`config.mk`:
```
export PLATFORM = sky130hd
export DESIGN_NAME = touch_drag_tracker_flat
export DESIGN_NICKNAME = d
export VERILOG_FILES = /design/src/sv/tdt_pkg.sv /design/src/sv/tdt_req_if.sv /design/src/sv/tdt_rsp_if.sv /design/src/sv/touch_drag_tracker.sv /design/src/sv/tdt_ram.sv /design/src/sv/tdt_regs.sv /design/src/sv/tdt_ctrl.sv /design/src/sv/tdt_dp.sv /design/src/flat_wrapper.sv
export VERILOG_INCLUDE_DIRS = /design/src /design/src/sv
export SDC_FILE = /design/constraint.sdc
export NUM_CORES = 2
export LEC_CHECK = 0
export BUFFER_PORTS_ARGS = -buffer_cell sky130_fd_sc_hd__buf_2
export CORE_MARGIN = 3
export CORE_UTILIZATION = 35
export CTS_CLUSTER_SIZE = 30
export DETAILED_ROUTE_END_ITERATION = 16
export PLACE_DENSITY_LB_ADDON = 0.3
export REMOVE_ABC_BUFFERS = 1
export SETUP_SLACK_MARGIN = 0.1
export SLEW_MARGIN = 20
export SYNTH_ARGS = -nofsm -noshare
export SYNTH_HDL_FRONTEND = slang
export SYNTH_SLANG_ARGS = --single-unit
```
`constraint.sdc`:
```
create_clock -name clk -period 10.4 [get_ports clk]
set_clock_uncertainty 0.2 [all_clocks]
set_input_delay 3.12 -clock clk [delete_from_list [all_inputs] [get_ports clk]]
set_output_delay 3.12 -clock clk [all_outputs]
set_load 0.02 [all_outputs]
```
`src/sv/touch_drag_tracker_assert.svh`:
```
// Assertion macros shared by the touch drag tracker modules.
`ifndef TOUCH_DRAG_TRACKER_ASSERT_SVH
`define TOUCH_DRAG_TRACKER_ASSERT_SVH

// The consequent must hold in the same cycle as the antecedent.
`define TDT_ASSERT_SAME(label, clk, rst_n, ante, cons, msg) \
	label: assert property (@(posedge clk) disable iff (!rst_n) (ante) |-> (cons)) \
		else $error(msg);

// The consequent must hold in the cycle after the antecedent.
`define TDT_ASSERT_NEXT(label, clk, rst_n, ante, cons, msg) \
	label: assert property (@(posedge clk) disable iff (!rst_n) (ante) |=> (cons)) \
		else $error(msg);

`endif

```
`src/sv/tdt_pkg.sv`:
```
// Shared constants, command codes and control structs of the touch drag tracker.
package tdt_pkg;

	localparam int MAX_DRAGS_DEF   = 16;
	localparam int COORD_BITS_DEF  = 16;
	localparam int BUTTON_BITS_DEF = 8;

	localparam int CMD_W   = 3;
	localparam int DIST_W  = 17;
	localparam logic [DIST_W-1:0] DIST_RESET = 17'd106;

	localparam int PADDR_W = 3;
	localparam int PDATA_W = 32;
	localparam logic [PADDR_W-3:0] REG_MAX_DIST = 1'b0;

	typedef enum logic [CMD_W-1:0] {
		CMD_UPDATE = 3'd0,
		CMD_DROP   = 3'd1,
		CMD_CLEAR  = 3'd2,
		CMD_SET_UI = 3'd3,
		CMD_READ   = 3'd4
	} tdt_cmd_t;

	// Commands from the controller to the datapath.
	typedef struct packed {
		logic accept;
		logic clear_total;
		logic sweep;
		logic commit_drop;
		logic decide;
		logic merge;
		logic rd_req;
		logic rd_data;
		logic load_out;
	} tdt_ctl_t;

	// Status from the datapath to the controller.
	typedef struct packed {
		logic [CMD_W-1:0] op;
		logic             issue_done;
		logic             pipe_busy;
		logic             hit;
	} tdt_stat_t;

endpackage

```
`src/sv/tdt_req_if.sv`:
```
// Request channel: one command beat with its event fields.
interface tdt_req_if #(
	parameter int IDX_W       = 4,
	parameter int COORD_BITS  = tdt_pkg::COORD_BITS_DEF,
	parameter int BUTTON_BITS = tdt_pkg::BUTTON_BITS_DEF
);
	logic                          valid;
	logic                          ready;
	logic [tdt_pkg::CMD_W-1:0]     command;
	logic signed [COORD_BITS-1:0]  prev_x;
	logic signed [COORD_BITS-1:0]  prev_y;
	logic signed [COORD_BITS-1:0]  pos_x;
	logic signed [COORD_BITS-1:0]  pos_y;
	logic                          touch_down;
	logic [BUTTON_BITS-1:0]        btn_mask;
	logic                          ui_flag;
	logic [IDX_W-1:0]              read_index;

	modport source (
		output valid, command, prev_x, prev_y, pos_x, pos_y, touch_down,
			btn_mask, ui_flag, read_index,
		input ready
	);
	modport sink (
		input valid, command, prev_x, prev_y, pos_x, pos_y, touch_down,
			btn_mask, ui_flag, read_index,
		output ready
	);
endinterface

```
`src/sv/tdt_rsp_if.sv`:
```
// Response channel: one result beat per command.
interface tdt_rsp_if #(
	parameter int IDX_W       = 4,
	parameter int CNT_W       = 5,
	parameter int COORD_BITS  = tdt_pkg::COORD_BITS_DEF,
	parameter int BUTTON_BITS = tdt_pkg::BUTTON_BITS_DEF
);
	logic                          valid;
	logic                          ready;
	logic [IDX_W-1:0]              slot;
	logic                          created;
	logic                          table_full;
	logic [CNT_W-1:0]              drag_count;
	logic signed [COORD_BITS-1:0]  entry_x;
	logic signed [COORD_BITS-1:0]  entry_y;
	logic signed [COORD_BITS-1:0]  entry_start_x;
	logic signed [COORD_BITS-1:0]  entry_start_y;
	logic                          entry_pressed;
	logic                          entry_new;
	logic [BUTTON_BITS-1:0]        entry_mask;
	logic                          entry_ui;

	modport source (
		output valid, slot, created, table_full, drag_count, entry_x, entry_y,
			entry_start_x, entry_start_y, entry_pressed, entry_new, entry_mask, entry_ui,
		input ready
	);
	modport sink (
		input valid, slot, created, table_full, drag_count, entry_x, entry_y,
			entry_start_x, entry_start_y, entry_pressed, entry_new, entry_mask, entry_ui,
		output ready
	);
endinterface

```
`src/sv/touch_drag_tracker.sv`:
```
// Touch drag tracker: keeps an ordered table of up to MAX_DRAGS drags in one RAM and
// answers one result beat per command beat. A new command is taken only when the
// previous one has finished its table work; a finished result waits in the output
// register without holding up the next command. The table has a single read port and
// is walked one entry per cycle. The distance threshold is the register at APB byte
// address 0, 106 after reset; the table needs no clearing pass after reset.
module touch_drag_tracker #(
	parameter int MAX_DRAGS   = tdt_pkg::MAX_DRAGS_DEF,
	parameter int COORD_BITS  = tdt_pkg::COORD_BITS_DEF,
	parameter int BUTTON_BITS = tdt_pkg::BUTTON_BITS_DEF
) (
	input  logic                         clk,
	input  logic                         arst_n,
	input  logic                         psel,
	input  logic                         penable,
	input  logic                         pwrite,
	input  logic [tdt_pkg::PADDR_W-1:0]  paddr,
	input  logic [tdt_pkg::PDATA_W-1:0]  pwdata,
	output logic [tdt_pkg::PDATA_W-1:0]  prdata,
	output logic                         pready,
	tdt_req_if.sink                      req,
	tdt_rsp_if.source                    rsp
);
	localparam int IDX_W = (MAX_DRAGS > 1) ? $clog2(MAX_DRAGS) : 1;
	localparam int CNT_W = $clog2(MAX_DRAGS + 1);

	tdt_pkg::tdt_ctl_t          ctl;
	tdt_pkg::tdt_stat_t         stat;
	logic [tdt_pkg::DIST_W-1:0] max_dist;
	logic                       in_ready;
	logic                       out_valid;

	tdt_regs u_regs (
		.clk      (clk),
		.arst_n   (arst_n),
		.psel     (psel),
		.penable  (penable),
		.pwrite   (pwrite),
		.paddr    (paddr),
		.pwdata   (pwdata),
		.prdata   (prdata),
		.pready   (pready),
		.max_dist (max_dist)
	);

	tdt_ctrl u_ctrl (
		.clk         (clk),
		.arst_n      (arst_n),
		.req_valid   (req.valid),
		.req_command (req.command),
		.in_ready    (in_ready),
		.out_ready   (rsp.ready),
		.out_valid   (out_valid),
		.stat        (stat),
		.ctl         (ctl)
	);

	tdt_dp #(
		.MAX_DRAGS   (MAX_DRAGS),
		.COORD_BITS  (COORD_BITS),
		.BUTTON_BITS (BUTTON_BITS),
		.IDX_W       (IDX_W),
		.CNT_W       (CNT_W)
	) u_dp (
		.clk           (clk),
		.arst_n        (arst_n),
		.ctl           (ctl),
		.stat          (stat),
		.max_dist      (max_dist),
		.command       (req.command),
		.prev_x        (req.prev_x),
		.prev_y        (req.prev_y),
		.pos_x         (req.pos_x),
		.pos_y         (req.pos_y),
		.touch_down    (req.touch_down),
		.btn_mask      (req.btn_mask),
		.ui_flag       (req.ui_flag),
		.read_index    (req.read_index),
		.slot          (rsp.slot),
		.created       (rsp.created),
		.table_full    (rsp.table_full),
		.drag_count    (rsp.drag_count),
		.entry_x       (rsp.entry_x),
		.entry_y       (rsp.entry_y),
		.entry_start_x (rsp.entry_start_x),
		.entry_start_y (rsp.entry_start_y),
		.entry_pressed (rsp.entry_pressed),
		.entry_new     (rsp.entry_new),
		.entry_mask    (rsp.entry_mask),
		.entry_ui      (rsp.entry_ui)
	);

	assign req.ready = in_ready;
	assign rsp.valid = out_valid;
endmodule

```
`src/sv/tdt_ram.sv`:
```
// Generic single-write, single-read RAM with registered read data.
module tdt_ram #(
	parameter int WIDTH = 8,
	parameter int DEPTH = 16,
	parameter int AW    = (DEPTH > 1) ? $clog2(DEPTH) : 1
) (
	input  logic             clk,
	input  logic             we,
	input  logic [AW-1:0]    waddr,
	input  logic [WIDTH-1:0] wdata,
	input  logic             re,
	input  logic [AW-1:0]    raddr,
	output logic [WIDTH-1:0] rdata
);
	logic [WIDTH-1:0] mem [DEPTH];

	always_ff @(posedge clk) begin
		if (we) begin
			mem[waddr] <= wdata;
		end
		if (re) begin
			rdata <= mem[raddr];
		end
	end
endmodule

```
`src/sv/tdt_regs.sv`:
```
// APB configuration register block holding the drag distance threshold.
module tdt_regs (
	input  logic                            clk,
	input  logic                            arst_n,
	input  logic                            psel,
	input  logic                            penable,
	input  logic                            pwrite,
	input  logic [tdt_pkg::PADDR_W-1:0]     paddr,
	input  logic [tdt_pkg::PDATA_W-1:0]     pwdata,
	output logic [tdt_pkg::PDATA_W-1:0]     prdata,
	output logic                            pready,
	output logic [tdt_pkg::DIST_W-1:0]      max_dist
);
	logic [tdt_pkg::DIST_W-1:0] max_dist_q;
	logic                       sel_max_dist;

	assign pready       = 1'b1;
	assign sel_max_dist = (paddr[tdt_pkg::PADDR_W-1:2] == tdt_pkg::REG_MAX_DIST);

	always_ff @(posedge clk or negedge arst_n) begin
		if (!arst_n) begin
			max_dist_q <= tdt_pkg::DIST_RESET;
		end else if (psel && penable && pwrite && pready && sel_max_dist) begin
			max_dist_q <= pwdata[tdt_pkg::DIST_W-1:0];
		end
	end

	assign prdata   = sel_max_dist ? tdt_pkg::PDATA_W'(max_dist_q) : '0;
	assign max_dist = max_dist_q;
endmodule

```
`src/sv/tdt_ctrl.sv`:
```
// Controller state machine sequencing each command through the datapath.
module tdt_ctrl (
	input  logic                        clk,
	input  logic                        arst_n,
	input  logic                        req_valid,
	input  logic [tdt_pkg::CMD_W-1:0]   req_command,
	output logic                        in_ready,
	input  logic                        out_ready,
	output logic                        out_valid,
	input  tdt_pkg::tdt_stat_t          stat,
	output tdt_pkg::tdt_ctl_t           ctl
);
	`include "touch_drag_tracker_assert.svh"

	typedef enum logic [6:0] {
		ST_IDLE   = 7'b0000001,
		ST_SWEEP  = 7'b0000010,
		ST_DECIDE = 7'b0000100,
		ST_MERGE  = 7'b0001000,
		ST_READ   = 7'b0010000,
		ST_RDDATA = 7'b0100000,
		ST_RESP   = 7'b1000000
	} state_t;

	state_t state_q, state_d;
	logic   out_valid_q;
	logic   out_free;

	assign in_ready  = (state_q == ST_IDLE);
	assign out_valid = out_valid_q;
	assign out_free  = !out_valid_q || out_ready;

	always_comb begin
		state_d = state_q;
		ctl     = '0;
		unique case (state_q)
			ST_IDLE: begin
				if (req_valid) begin
					ctl.accept = 1'b1;
					case (req_command) inside
						tdt_pkg::CMD_UPDATE, tdt_pkg::CMD_DROP, tdt_pkg::CMD_SET_UI: begin
							state_d = ST_SWEEP;
						end
						tdt_pkg::CMD_CLEAR: begin
							ctl.clear_total = 1'b1;
							state_d         = ST_RESP;
						end
						tdt_pkg::CMD_READ: begin
							state_d = ST_READ;
						end
						default: begin
							state_d = ST_RESP;
						end
					endcase
				end
			end
			ST_SWEEP: begin
				ctl.sweep = 1'b1;
				// Leave once every entry is issued and the compare stages are empty.
				if (stat.issue_done && !stat.pipe_busy) begin
					if (stat.op == tdt_pkg::CMD_UPDATE) begin
						state_d = ST_DECIDE;
					end else begin
						ctl.commit_drop = (stat.op == tdt_pkg::CMD_DROP);
						state_d         = ST_RESP;
					end
				end
			end
			ST_DECIDE: begin
				ctl.decide = 1'b1;
				state_d    = stat.hit ? ST_MERGE : ST_RESP;
			end
			ST_MERGE: begin
				ctl.merge = 1'b1;
				state_d   = ST_RESP;
			end
			ST_READ: begin
				ctl.rd_req = 1'b1;
				state_d    = ST_RDDATA;
			end
			ST_RDDATA: begin
				ctl.rd_data = 1'b1;
				state_d     = ST_RESP;
			end
			ST_RESP: begin
				if (out_free) begin
					ctl.load_out = 1'b1;
					state_d      = ST_IDLE;
				end
			end
			default: begin
				state_d = ST_IDLE;
			end
		endcase
	end

	always_ff @(posedge clk or negedge arst_n) begin
		if (!arst_n) begin
			state_q     <= ST_IDLE;
			out_valid_q <= 1'b0;
		end else begin
			state_q <= state_d;
			if (ctl.load_out) begin
				out_valid_q <= 1'b1;
			end else if (out_ready) begin
				out_valid_q <= 1'b0;
			end
		end
	end

	`TDT_ASSERT_NEXT(a_accept_starts_work, clk, arst_n, req_valid && in_ready, state_q != ST_IDLE, "accepted beat did not leave idle")
	`TDT_ASSERT_SAME(a_out_from_resp, clk, arst_n, $rose(out_valid_q), $past(state_q) == ST_RESP, "result raised outside the response state")
	`TDT_ASSERT_SAME(a_merge_after_decide, clk, arst_n, state_q == ST_MERGE, $past(state_q) == ST_DECIDE, "merge entered without a decision")
endmodule

```
`src/sv/tdt_dp.sv`:
```
// Datapath: drag table RAM, nearest-entry scan, compaction and result registers.
module tdt_dp #(
	parameter int MAX_DRAGS   = tdt_pkg::MAX_DRAGS_DEF,
	parameter int COORD_BITS  = tdt_pkg::COORD_BITS_DEF,
	parameter int BUTTON_BITS = tdt_pkg::BUTTON_BITS_DEF,
	parameter int IDX_W       = (MAX_DRAGS > 1) ? $clog2(MAX_DRAGS) : 1,
	parameter int CNT_W       = $clog2(MAX_DRAGS + 1)
) (
	input  logic                            clk,
	input  logic                            arst_n,
	input  tdt_pkg::tdt_ctl_t               ctl,
	output tdt_pkg::tdt_stat_t              stat,
	input  logic [tdt_pkg::DIST_W-1:0]      max_dist,
	input  logic [tdt_pkg::CMD_W-1:0]       command,
	input  logic signed [COORD_BITS-1:0]    prev_x,
	input  logic signed [COORD_BITS-1:0]    prev_y,
	input  logic signed [COORD_BITS-1:0]    pos_x,
	input  logic signed [COORD_BITS-1:0]    pos_y,
	input  logic                            touch_down,
	input  logic [BUTTON_BITS-1:0]          btn_mask,
	input  logic                            ui_flag,
	input  logic [IDX_W-1:0]                read_index,
	output logic [IDX_W-1:0]                slot,
	output logic                            created,
	output logic                            table_full,
	output logic [CNT_W-1:0]                drag_count,
	output logic signed [COORD_BITS-1:0]    entry_x,
	output logic signed [COORD_BITS-1:0]    entry_y,
	output logic signed [COORD_BITS-1:0]    entry_start_x,
	output logic signed [COORD_BITS-1:0]    entry_start_y,
	output logic                            entry_pressed,
	output logic                            entry_new,
	output logic [BUTTON_BITS-1:0]          entry_mask,
	output logic                            entry_ui
);
	`include "touch_drag_tracker_assert.svh"

	localparam int C           = COORD_BITS;
	localparam int OFS_UI      = 0;
	localparam int OFS_FRESH   = 1;
	localparam int OFS_PRESSED = 2;
	localparam int OFS_MASK    = 3;
	localparam int OFS_SY      = OFS_MASK + BUTTON_BITS;
	localparam int OFS_SX      = OFS_SY + C;
	localparam int OFS_LY      = OFS_SX + C;
	localparam int OFS_LX      = OFS_LY + C;
	localparam int EW          = OFS_LX + C;
	localparam int DW          = C + 2;
	localparam int CMPW        = (DW > tdt_pkg::DIST_W) ? DW : tdt_pkg::DIST_W;

	// Latched command and event fields.
	logic [tdt_pkg::CMD_W-1:0] op_q;
	logic [C-1:0]              px_q, py_q, nx_q, ny_q;
	logic                      pressed_q;
	logic [BUTTON_BITS-1:0]    mask_q;
	logic                      ui_q;
	logic [IDX_W-1:0]          ridx_q;

	// Table control.
	logic [CNT_W-1:0] total_q;
	logic [CNT_W-1:0] idx_q;
	logic [CNT_W-1:0] j_q;

	// Scan pipeline and running minimum.
	logic             vld_s1;
	logic [IDX_W-1:0] idx_s1;
	logic             vld_s2;
	logic [IDX_W-1:0] idx_s2;
	logic [DW-1:0]    dist_s2;
	logic             found_q;
	logic [IDX_W-1:0] best_idx_q;
	logic [DW-1:0]    best_d_q;

	// Result being built and the output register.
	logic [IDX_W-1:0]       res_slot_q;
	logic                   res_created_q;
	logic                   res_full_q;
	logic [EW-1:0]          res_entry_q;
	logic [IDX_W-1:0]       out_slot_q;
	logic                   out_created_q;
	logic                   out_full_q;
	logic [CNT_W-1:0]       out_count_q;
	logic [EW-1:0]          out_entry_q;

	// RAM ports.
	logic             ram_we;
	logic [IDX_W-1:0] ram_waddr;
	logic [EW-1:0]    ram_wdata;
	logic             ram_re;
	logic [IDX_W-1:0] ram_raddr;
	logic [EW-1:0]    ram_rdata;

	logic          issue;
	logic          hit;
	logic          has_room;
	logic          append;
	logic          keep_entry;
	logic [C:0]    dx, dy, adx, ady;
	logic [DW-1:0] manh_d;
	logic [EW-1:0] new_entry;
	logic [EW-1:0] merged_entry;

	tdt_ram #(
		.WIDTH (EW),
		.DEPTH (MAX_DRAGS),
		.AW    (IDX_W)
	) u_table (
		.clk   (clk),
		.we    (ram_we),
		.waddr (ram_waddr),
		.wdata (ram_wdata),
		.re    (ram_re),
		.raddr (ram_raddr),
		.rdata (ram_rdata)
	);

	assign issue    = ctl.sweep && (idx_q < total_q);
	assign has_room = (total_q < CNT_W'(MAX_DRAGS));
	assign hit      = found_q && (!pressed_q || (CMPW'(best_d_q) <= CMPW'(max_dist)));
	assign append   = ctl.decide && !hit && has_room;
	assign keep_entry = vld_s1 && (op_q == tdt_pkg::CMD_DROP) && ram_rdata[OFS_PRESSED];

	assign stat.op         = op_q;
	assign stat.issue_done = (idx_q >= total_q);
	assign stat.pipe_busy  = vld_s1 || vld_s2;
	assign stat.hit        = hit;

	// Manhattan distance from the stored last point to the event's previous point.
	assign dx     = {ram_rdata[OFS_LX+C-1], ram_rdata[OFS_LX +: C]} - {px_q[C-1], px_q};
	assign dy     = {ram_rdata[OFS_LY+C-1], ram_rdata[OFS_LY +: C]} - {py_q[C-1], py_q};
	assign adx    = dx[C] ? (~dx + 1'b1) : dx;
	assign ady    = dy[C] ? (~dy + 1'b1) : dy;
	assign manh_d = {1'b0, adx} + {1'b0, ady};

	assign new_entry    = {nx_q, ny_q, nx_q, ny_q, mask_q, pressed_q, 1'b1, 1'b0};
	assign merged_entry = {nx_q, ny_q, ram_rdata[OFS_SX +: C], ram_rdata[OFS_SY +: C],
		mask_q, pressed_q, 1'b0, ram_rdata[OFS_UI]};

	always_comb begin
		ram_re = issue || ctl.decide || ctl.rd_req;
		if (ctl.decide) begin
			ram_raddr = best_idx_q;
		end else if (ctl.rd_req) begin
			ram_raddr = ridx_q;
		end else begin
			ram_raddr = idx_q[IDX_W-1:0];
		end
	end

	always_comb begin
		ram_we    = 1'b0;
		ram_waddr = idx_s1;
		ram_wdata = ram_rdata;
		if (append) begin
			ram_we    = 1'b1;
			ram_waddr = total_q[IDX_W-1:0];
			ram_wdata = new_entry;
		end else if (ctl.merge) begin
			ram_we    = 1'b1;
			ram_waddr = best_idx_q;
			ram_wdata = merged_entry;
		end else if (keep_entry) begin
			// Compaction: surviving entries move down to the write pointer.
			ram_we    = 1'b1;
			ram_waddr = j_q[IDX_W-1:0];
		end else if (vld_s1 && (op_q == tdt_pkg::CMD_SET_UI)) begin
			ram_we            = 1'b1;
			ram_wdata[OFS_UI] = ui_q;
		end
	end

	always_ff @(posedge clk or negedge arst_n) begin
		if (!arst_n) begin
			total_q <= '0;
			idx_q   <= '0;
			j_q     <= '0;
			vld_s1  <= 1'b0;
			vld_s2  <= 1'b0;
			found_q <= 1'b0;
		end else begin
			if (ctl.clear_total) begin
				total_q <= '0;
			end else if (ctl.commit_drop) begin
				total_q <= j_q;
			end else if (append) begin
				total_q <= total_q + CNT_W'(1);
			end

			if (ctl.accept) begin
				idx_q <= '0;
			end else if (issue) begin
				idx_q <= idx_q + CNT_W'(1);
			end

			if (ctl.accept) begin
				j_q <= '0;
			end else if (keep_entry) begin
				j_q <= j_q + CNT_W'(1);
			end

			vld_s1 <= issue;
			vld_s2 <= vld_s1 && (op_q == tdt_pkg::CMD_UPDATE);

			if (ctl.accept) begin
				found_q <= 1'b0;
			end else if (vld_s2) begin
				found_q <= 1'b1;
			end
		end
	end

	always_ff @(posedge clk) begin
		idx_s1  <= idx_q[IDX_W-1:0];
		idx_s2  <= idx_s1;
		dist_s2 <= manh_d;

		// The first entry keeps a tie, so only a strictly smaller distance wins.
		if (vld_s2 && (!found_q || (dist_s2 < best_d_q))) begin
			best_d_q   <= dist_s2;
			best_idx_q <= idx_s2;
		end

		if (ctl.accept) begin
			op_q          <= command;
			px_q          <= prev_x;
			py_q          <= prev_y;
			nx_q          <= pos_x;
			ny_q          <= pos_y;
			pressed_q     <= touch_down;
			mask_q        <= btn_mask;
			ui_q          <= ui_flag;
			ridx_q        <= read_index;
			res_slot_q    <= '0;
			res_created_q <= 1'b0;
			res_full_q    <= 1'b0;
			res_entry_q   <= '0;
		end else if (ctl.decide && !hit) begin
			if (has_room) begin
				res_slot_q    <= total_q[IDX_W-1:0];
				res_created_q <= 1'b1;
			end else begin
				res_full_q <= 1'b1;
			end
		end else if (ctl.merge) begin
			res_slot_q <= best_idx_q;
		end else if (ctl.rd_data) begin
			res_slot_q <= ridx_q;
			if (CNT_W'(ridx_q) < total_q) begin
				res_entry_q <= ram_rdata;
			end
		end

		if (ctl.load_out) begin
			out_slot_q    <= res_slot_q;
			out_created_q <= res_created_q;
			out_full_q    <= res_full_q;
			out_count_q   <= total_q;
			out_entry_q   <= res_entry_q;
		end
	end

	assign slot          = out_slot_q;
	assign created       = out_created_q;
	assign table_full    = out_full_q;
	assign drag_count    = out_count_q;
	assign entry_x       = out_entry_q[OFS_LX +: C];
	assign entry_y       = out_entry_q[OFS_LY +: C];
	assign entry_start_x = out_entry_q[OFS_SX +: C];
	assign entry_start_y = out_entry_q[OFS_SY +: C];
	assign entry_mask    = out_entry_q[OFS_MASK +: BUTTON_BITS];
	assign entry_pressed = out_entry_q[OFS_PRESSED];
	assign entry_new     = out_entry_q[OFS_FRESH];
	assign entry_ui      = out_entry_q[OFS_UI];

	`TDT_ASSERT_SAME(a_total_bounded, clk, arst_n, 1'b1, total_q <= CNT_W'(MAX_DRAGS), "drag count above table depth")
	`TDT_ASSERT_SAME(a_s2_follows_s1, clk, arst_n, vld_s2, $past(vld_s1), "compare stage valid without a read")
	`TDT_ASSERT_SAME(a_write_ptr_behind, clk, arst_n, 1'b1, j_q <= idx_q, "compaction pointer ahead of the read pointer")
endmodule

```
`src/flat_wrapper.sv`:
```
// flat-port wrapper written by rule: the top's interface ports become plain ports
module touch_drag_tracker_flat 
#(
	parameter int MAX_DRAGS   = tdt_pkg::MAX_DRAGS_DEF,
	parameter int COORD_BITS  = tdt_pkg::COORD_BITS_DEF,
	parameter int BUTTON_BITS = tdt_pkg::BUTTON_BITS_DEF
)
  (clk, arst_n, psel, penable, pwrite, paddr, pwdata, prdata, pready, req_valid, req_command, req_prev_x, req_prev_y, req_pos_x, req_pos_y, req_touch_down, req_btn_mask, req_ui_flag, req_read_index, req_ready, rsp_valid, rsp_slot, rsp_created, rsp_table_full, rsp_drag_count, rsp_entry_x, rsp_entry_y, rsp_entry_start_x, rsp_entry_start_y, rsp_entry_pressed, rsp_entry_new, rsp_entry_mask, rsp_entry_ui, rsp_ready);
  tdt_req_if #(.IDX_W((4)), .COORD_BITS(COORD_BITS), .BUTTON_BITS(BUTTON_BITS)) req_i ();
  tdt_rsp_if #(.IDX_W((4)), .CNT_W((5)), .COORD_BITS(COORD_BITS), .BUTTON_BITS(BUTTON_BITS)) rsp_i ();
  input  logic clk;
  input  logic arst_n;
  input  logic psel;
  input  logic penable;
  input  logic pwrite;
  input  logic [tdt_pkg::PADDR_W-1:0] paddr;
  input  logic [tdt_pkg::PDATA_W-1:0] pwdata;
  output logic [tdt_pkg::PDATA_W-1:0] prdata;
  output logic pready;
  input wire logic [$bits(req_i.valid)-1:0] req_valid;
  input wire logic [$bits(req_i.command)-1:0] req_command;
  input wire logic [$bits(req_i.prev_x)-1:0] req_prev_x;
  input wire logic [$bits(req_i.prev_y)-1:0] req_prev_y;
  input wire logic [$bits(req_i.pos_x)-1:0] req_pos_x;
  input wire logic [$bits(req_i.pos_y)-1:0] req_pos_y;
  input wire logic [$bits(req_i.touch_down)-1:0] req_touch_down;
  input wire logic [$bits(req_i.btn_mask)-1:0] req_btn_mask;
  input wire logic [$bits(req_i.ui_flag)-1:0] req_ui_flag;
  input wire logic [$bits(req_i.read_index)-1:0] req_read_index;
  output wire logic [$bits(req_i.ready)-1:0] req_ready;
  output wire logic [$bits(rsp_i.valid)-1:0] rsp_valid;
  output wire logic [$bits(rsp_i.slot)-1:0] rsp_slot;
  output wire logic [$bits(rsp_i.created)-1:0] rsp_created;
  output wire logic [$bits(rsp_i.table_full)-1:0] rsp_table_full;
  output wire logic [$bits(rsp_i.drag_count)-1:0] rsp_drag_count;
  output wire logic [$bits(rsp_i.entry_x)-1:0] rsp_entry_x;
  output wire logic [$bits(rsp_i.entry_y)-1:0] rsp_entry_y;
  output wire logic [$bits(rsp_i.entry_start_x)-1:0] rsp_entry_start_x;
  output wire logic [$bits(rsp_i.entry_start_y)-1:0] rsp_entry_start_y;
  output wire logic [$bits(rsp_i.entry_pressed)-1:0] rsp_entry_pressed;
  output wire logic [$bits(rsp_i.entry_new)-1:0] rsp_entry_new;
  output wire logic [$bits(rsp_i.entry_mask)-1:0] rsp_entry_mask;
  output wire logic [$bits(rsp_i.entry_ui)-1:0] rsp_entry_ui;
  input wire logic [$bits(rsp_i.ready)-1:0] rsp_ready;
  assign req_i.valid = req_valid;
  assign req_i.command = req_command;
  assign req_i.prev_x = req_prev_x;
  assign req_i.prev_y = req_prev_y;
  assign req_i.pos_x = req_pos_x;
  assign req_i.pos_y = req_pos_y;
  assign req_i.touch_down = req_touch_down;
  assign req_i.btn_mask = req_btn_mask;
  assign req_i.ui_flag = req_ui_flag;
  assign req_i.read_index = req_read_index;
  assign req_ready = req_i.ready;
  assign rsp_valid = rsp_i.valid;
  assign rsp_slot = rsp_i.slot;
  assign rsp_created = rsp_i.created;
  assign rsp_table_full = rsp_i.table_full;
  assign rsp_drag_count = rsp_i.drag_count;
  assign rsp_entry_x = rsp_i.entry_x;
  assign rsp_entry_y = rsp_i.entry_y;
  assign rsp_entry_start_x = rsp_i.entry_start_x;
  assign rsp_entry_start_y = rsp_i.entry_start_y;
  assign rsp_entry_pressed = rsp_i.entry_pressed;
  assign rsp_entry_new = rsp_i.entry_new;
  assign rsp_entry_mask = rsp_i.entry_mask;
  assign rsp_entry_ui = rsp_i.entry_ui;
  assign rsp_i.ready = rsp_ready;
  touch_drag_tracker #(.MAX_DRAGS(MAX_DRAGS), .COORD_BITS(COORD_BITS), .BUTTON_BITS(BUTTON_BITS)) u_core (.clk(clk), .arst_n(arst_n), .psel(psel), .penable(penable), .pwrite(pwrite), .paddr(paddr), .pwdata(pwdata), .prdata(prdata), .pready(pready), .req(req_i), .rsp(rsp_i));
endmodule
```
==> out/metrics.yaml <==
status: "finished clean"
cts_htree_levels: 4
startpoint_type: "primary input"
async_flop_share_pct: 2.66
ys_seq_area_share_pct: 70.8
dr.pass1.iters: 6
routed_wl_um: 163000
drv_cap: 0
period_share_pct: 66.7
cts_tree: "built"
regToRegSetupSlack_ns: 3.99
min_path_cells: 0
placed_area_um2: 70800
cpMostUsedCell: "buf_2"
power.leakage_nw: 33.3
worst-path-max-fanout: 18
intPower_mw: 12.3
fmax_ghz: 0.144
ys.flop_type: "edfxtp_1"
syn_area_um2: 66600
slowest_stage: "buf_2"
timing.rr.start: "u_core.u_dp.best_d_q[14]"
max-clock-path-buffers: 3
worstPathCellList: "buf_2, nor2_1, buf_2"
hold_violations: 0
port_buffers: 210
yosysWarningCount: 0
vias_per_cell: 4.95
utilization_pct: 40.5
hp-class: "flop to flop"
p_clk_share_pct: 33.9
switching_share_pct: 28.7
cts_buffers: 166
cts.clk_slew.worst_paths_ns: 0.06
drt_iter0_drc: 2340
min_period_ns: 6.94
ir_drop_v: 0.000192
synth_edf_count: 1464
antenna_found_initial: 8
end_kind: "primary output"
hold_end: "u_core.u_dp.idx_s2[2]"
dp_slack_ns: 3.46
tightest_slew_ns: 1.28
hp-start: "u_core.u_dp.idx_s1[2]"
p_sw_mw: 4.96
die_area_um2: 196000
synth_seq_cells: 1614
rows: 159
first_global_vias: 33900
grt_overflow_total: 0
ctsHoldBuffers: 0
drc: 0
grt_pass1_wl_um: 234000
cp.required_ns: 7.08
clk_latency_ns: 0.82
max_slew_margin_pct: 14.4
worst_slack_ns: 3.46
io_pins: 244
grtUsageTotal_pct: 16.2
vias: 34300
synth_cells: 4025
slew_violations: 0
nNetsFinal: 4516
syn_to_final_growth_pct: 14.4
critPathMaxStageDelay_ns: 0.25
die_y_um: 442
routedWlPerCell_um: 23.5
ff2ff_path_depth: 12
p_total_mw: 17.3
synth.distinct_cells: 75
setup_viol: 0
syn_area_per_cell_um2: 16.6
worst-setup-path-type: "primary input to primary output"
seqPwrFrac_pct: 45.4
initial_core_util_pct: 35.4
ant_nets: 0
reg2reg_to: "u_core.u_dp.u_table.mem[11][7]"
die_w_um: 442
arrival_ns: 3.62
post-cts-setup-buffer-count: 0
cts_num_sinks: 1614
p_per_area_nw_per_um2: 227
p_comb_share_pct: 20.7
stdcell_area_um2: 76200
post_cts_resized: 0
grt_setup_unrepaired: "false"
grt_max_degree: 135
post-dp-hpwl_um: 88100
gp_congestion: 0.778
clockRootBuffer: "clkbuf_16"
drive_above_1_share_pct: 13.4
core_area_um2: 188000
holdWs_ns: 0.167
[power groups by stage]
stage	clock, mW	sequential (mW)	combinational, mW
2_1_floorplan	0	7.90	4.77
3_3_place_gp	0	7.98	3.54
4_1_cts	6.02	7.85	3.60
6_report	5.87	7.84	3.58
3_5_place_dp	0	7.98	3.59
5_1_grt	6.27	7.86	3.93
[flip-flops by register name (all words and copies together), names as in the netlist, 5 cells and up]
name                       cells
u_core.u_regs.max_dist        17
u_core.u_dp.nx_q              16
u_core.u_dp.idx_q              5
u_core.u_dp.px_q              16
u_core.u_dp.j_q                5
u_core.u_dp.out_entry_q       75
u_core.u_dp.ny_q              16
u_core.u_ctrl.state_q          7
u_core.u_dp.u_table.mem     1200
u_core.u_dp.dist_s2           18
u_core.u_dp.drag_count         5
u_core.u_dp.u_table.rdata     75
u_core.u_dp.total_q            5
u_core.u_dp.best_d_q          18
u_core.u_dp.mask_q             8
u_core.u_dp.res_entry_q       75
u_core.u_dp.py_q              16
[placed cells by master (no fill, tap or decap), types with 9 or more instances in the layout]
cell,count
a21o_1,29
a21oi_1,63
a31oi_1,14
and3_1,11
buf_12,9
buf_2,209
buf_4,59
bufinv_16,10
clkbuf_1,50
clkbuf_16,167
clkbuf_8,13
clkinv_1,20
clkinv_2,25
conb_1,16
dfrtp_1,38
dfxtp_1,107
edfxtp_1,1464
ha_1,96
inv_1,98
mux2_1,24
mux2_2,30
mux2i_1,1203
nand2_1,138
nand2b_1,11
nand3_1,12
nand4_1,15
nor2_1,183
nor2_4,16
nor2b_1,17
nor3_1,22
o21a_1,13
o21ai_0,36
xnor2_1,42
xor2_1,39
[through the flow]
stage	setup TNS, ns	std cells
CTS	0	6934
global placement	0	6621
floorplan	-2785.16	3849
detailed placement	0	6621
finish	0	6936
global route	0	6935
[cells in the mapped netlist, types with 22 or more instances]
cell type  instances  area, µm²
mux2i_1         1203      12000
nor2_1           199        747
nand2_1          139        522
a21oi_1           64        320
xor2_1            39        342
edfxtp_1        1464      44000
a21o_1            29        218
buf_2             82        410
o21ai_0           39        195
xnor2_1           42        368
buf_1             32        120
dfxtp_1          107       2140
clkbuf_1          55        206
nor3_1            22        110
ha_1              96       1200
inv_1             98        368
dfrtp_1           38        951
mux2_2            30        338
mux2_1            24        270
[layer usage]
metal	GRT usage, %	wire length, µm	vias up	part of all wire, %
met5	0	26	-	0.016
met4	5.13	4390	4	2.7
met3	2.60	6560	250	4.0
met2	27.1	78600	746	48
met1	21.7	73200	17400	45
li1	-	-	15900	-
[how the worst max path moves through the flow]
| stage | depth (start not counted) | endpoint | startpoint | slack [ns] |
|---|---|---|---|---|
| after floorplan | 9 | u_core.u_dp.u_table.rdata[0] | u_core.u_ctrl.state_q[1] | -37.14 |
| after global placement | 3 | prdata[0] | paddr[2] | 3.47 |
| after detailed placement | 3 | prdata[15] | paddr[2] | 3.46 |
| after CTS | 3 | prdata[15] | paddr[2] | 3.46 |
| after global routing | 3 | prdata[6] | paddr[2] | 3.41 |
| final | 3 | prdata[15] | paddr[2] | 3.46 |
[cells by family after synthesis]
logic type / share of synthesized area, %
AOI/OAI and AO/OA: 2.15
adders and majority gates: 1.89
buffers and inverters: 1.92
xor gates and xnor gates: 1.06
muxes: 19.0
DFF: 70.8
other: 0.0113
and+or+nand+nor: 3.14
[worst max-delay path, delay by kind of cell]
kind	cells	cell delay (ns)
and+or+nand+nor	1	0.08
buffers and inverters	2	0.41
[layout make-up]
class	count	area, µm²
multi-input combinational	2137	18400
inverter	98	368
antenna	2	5.00
sequential	1614	47200
fill	17000	112000
timing repair buffer	277	1670
clock inverter	83	911
tap	2495	3120
clock buffer	230	4550
No activity file was read; power rests on OpenSTA's default activity.
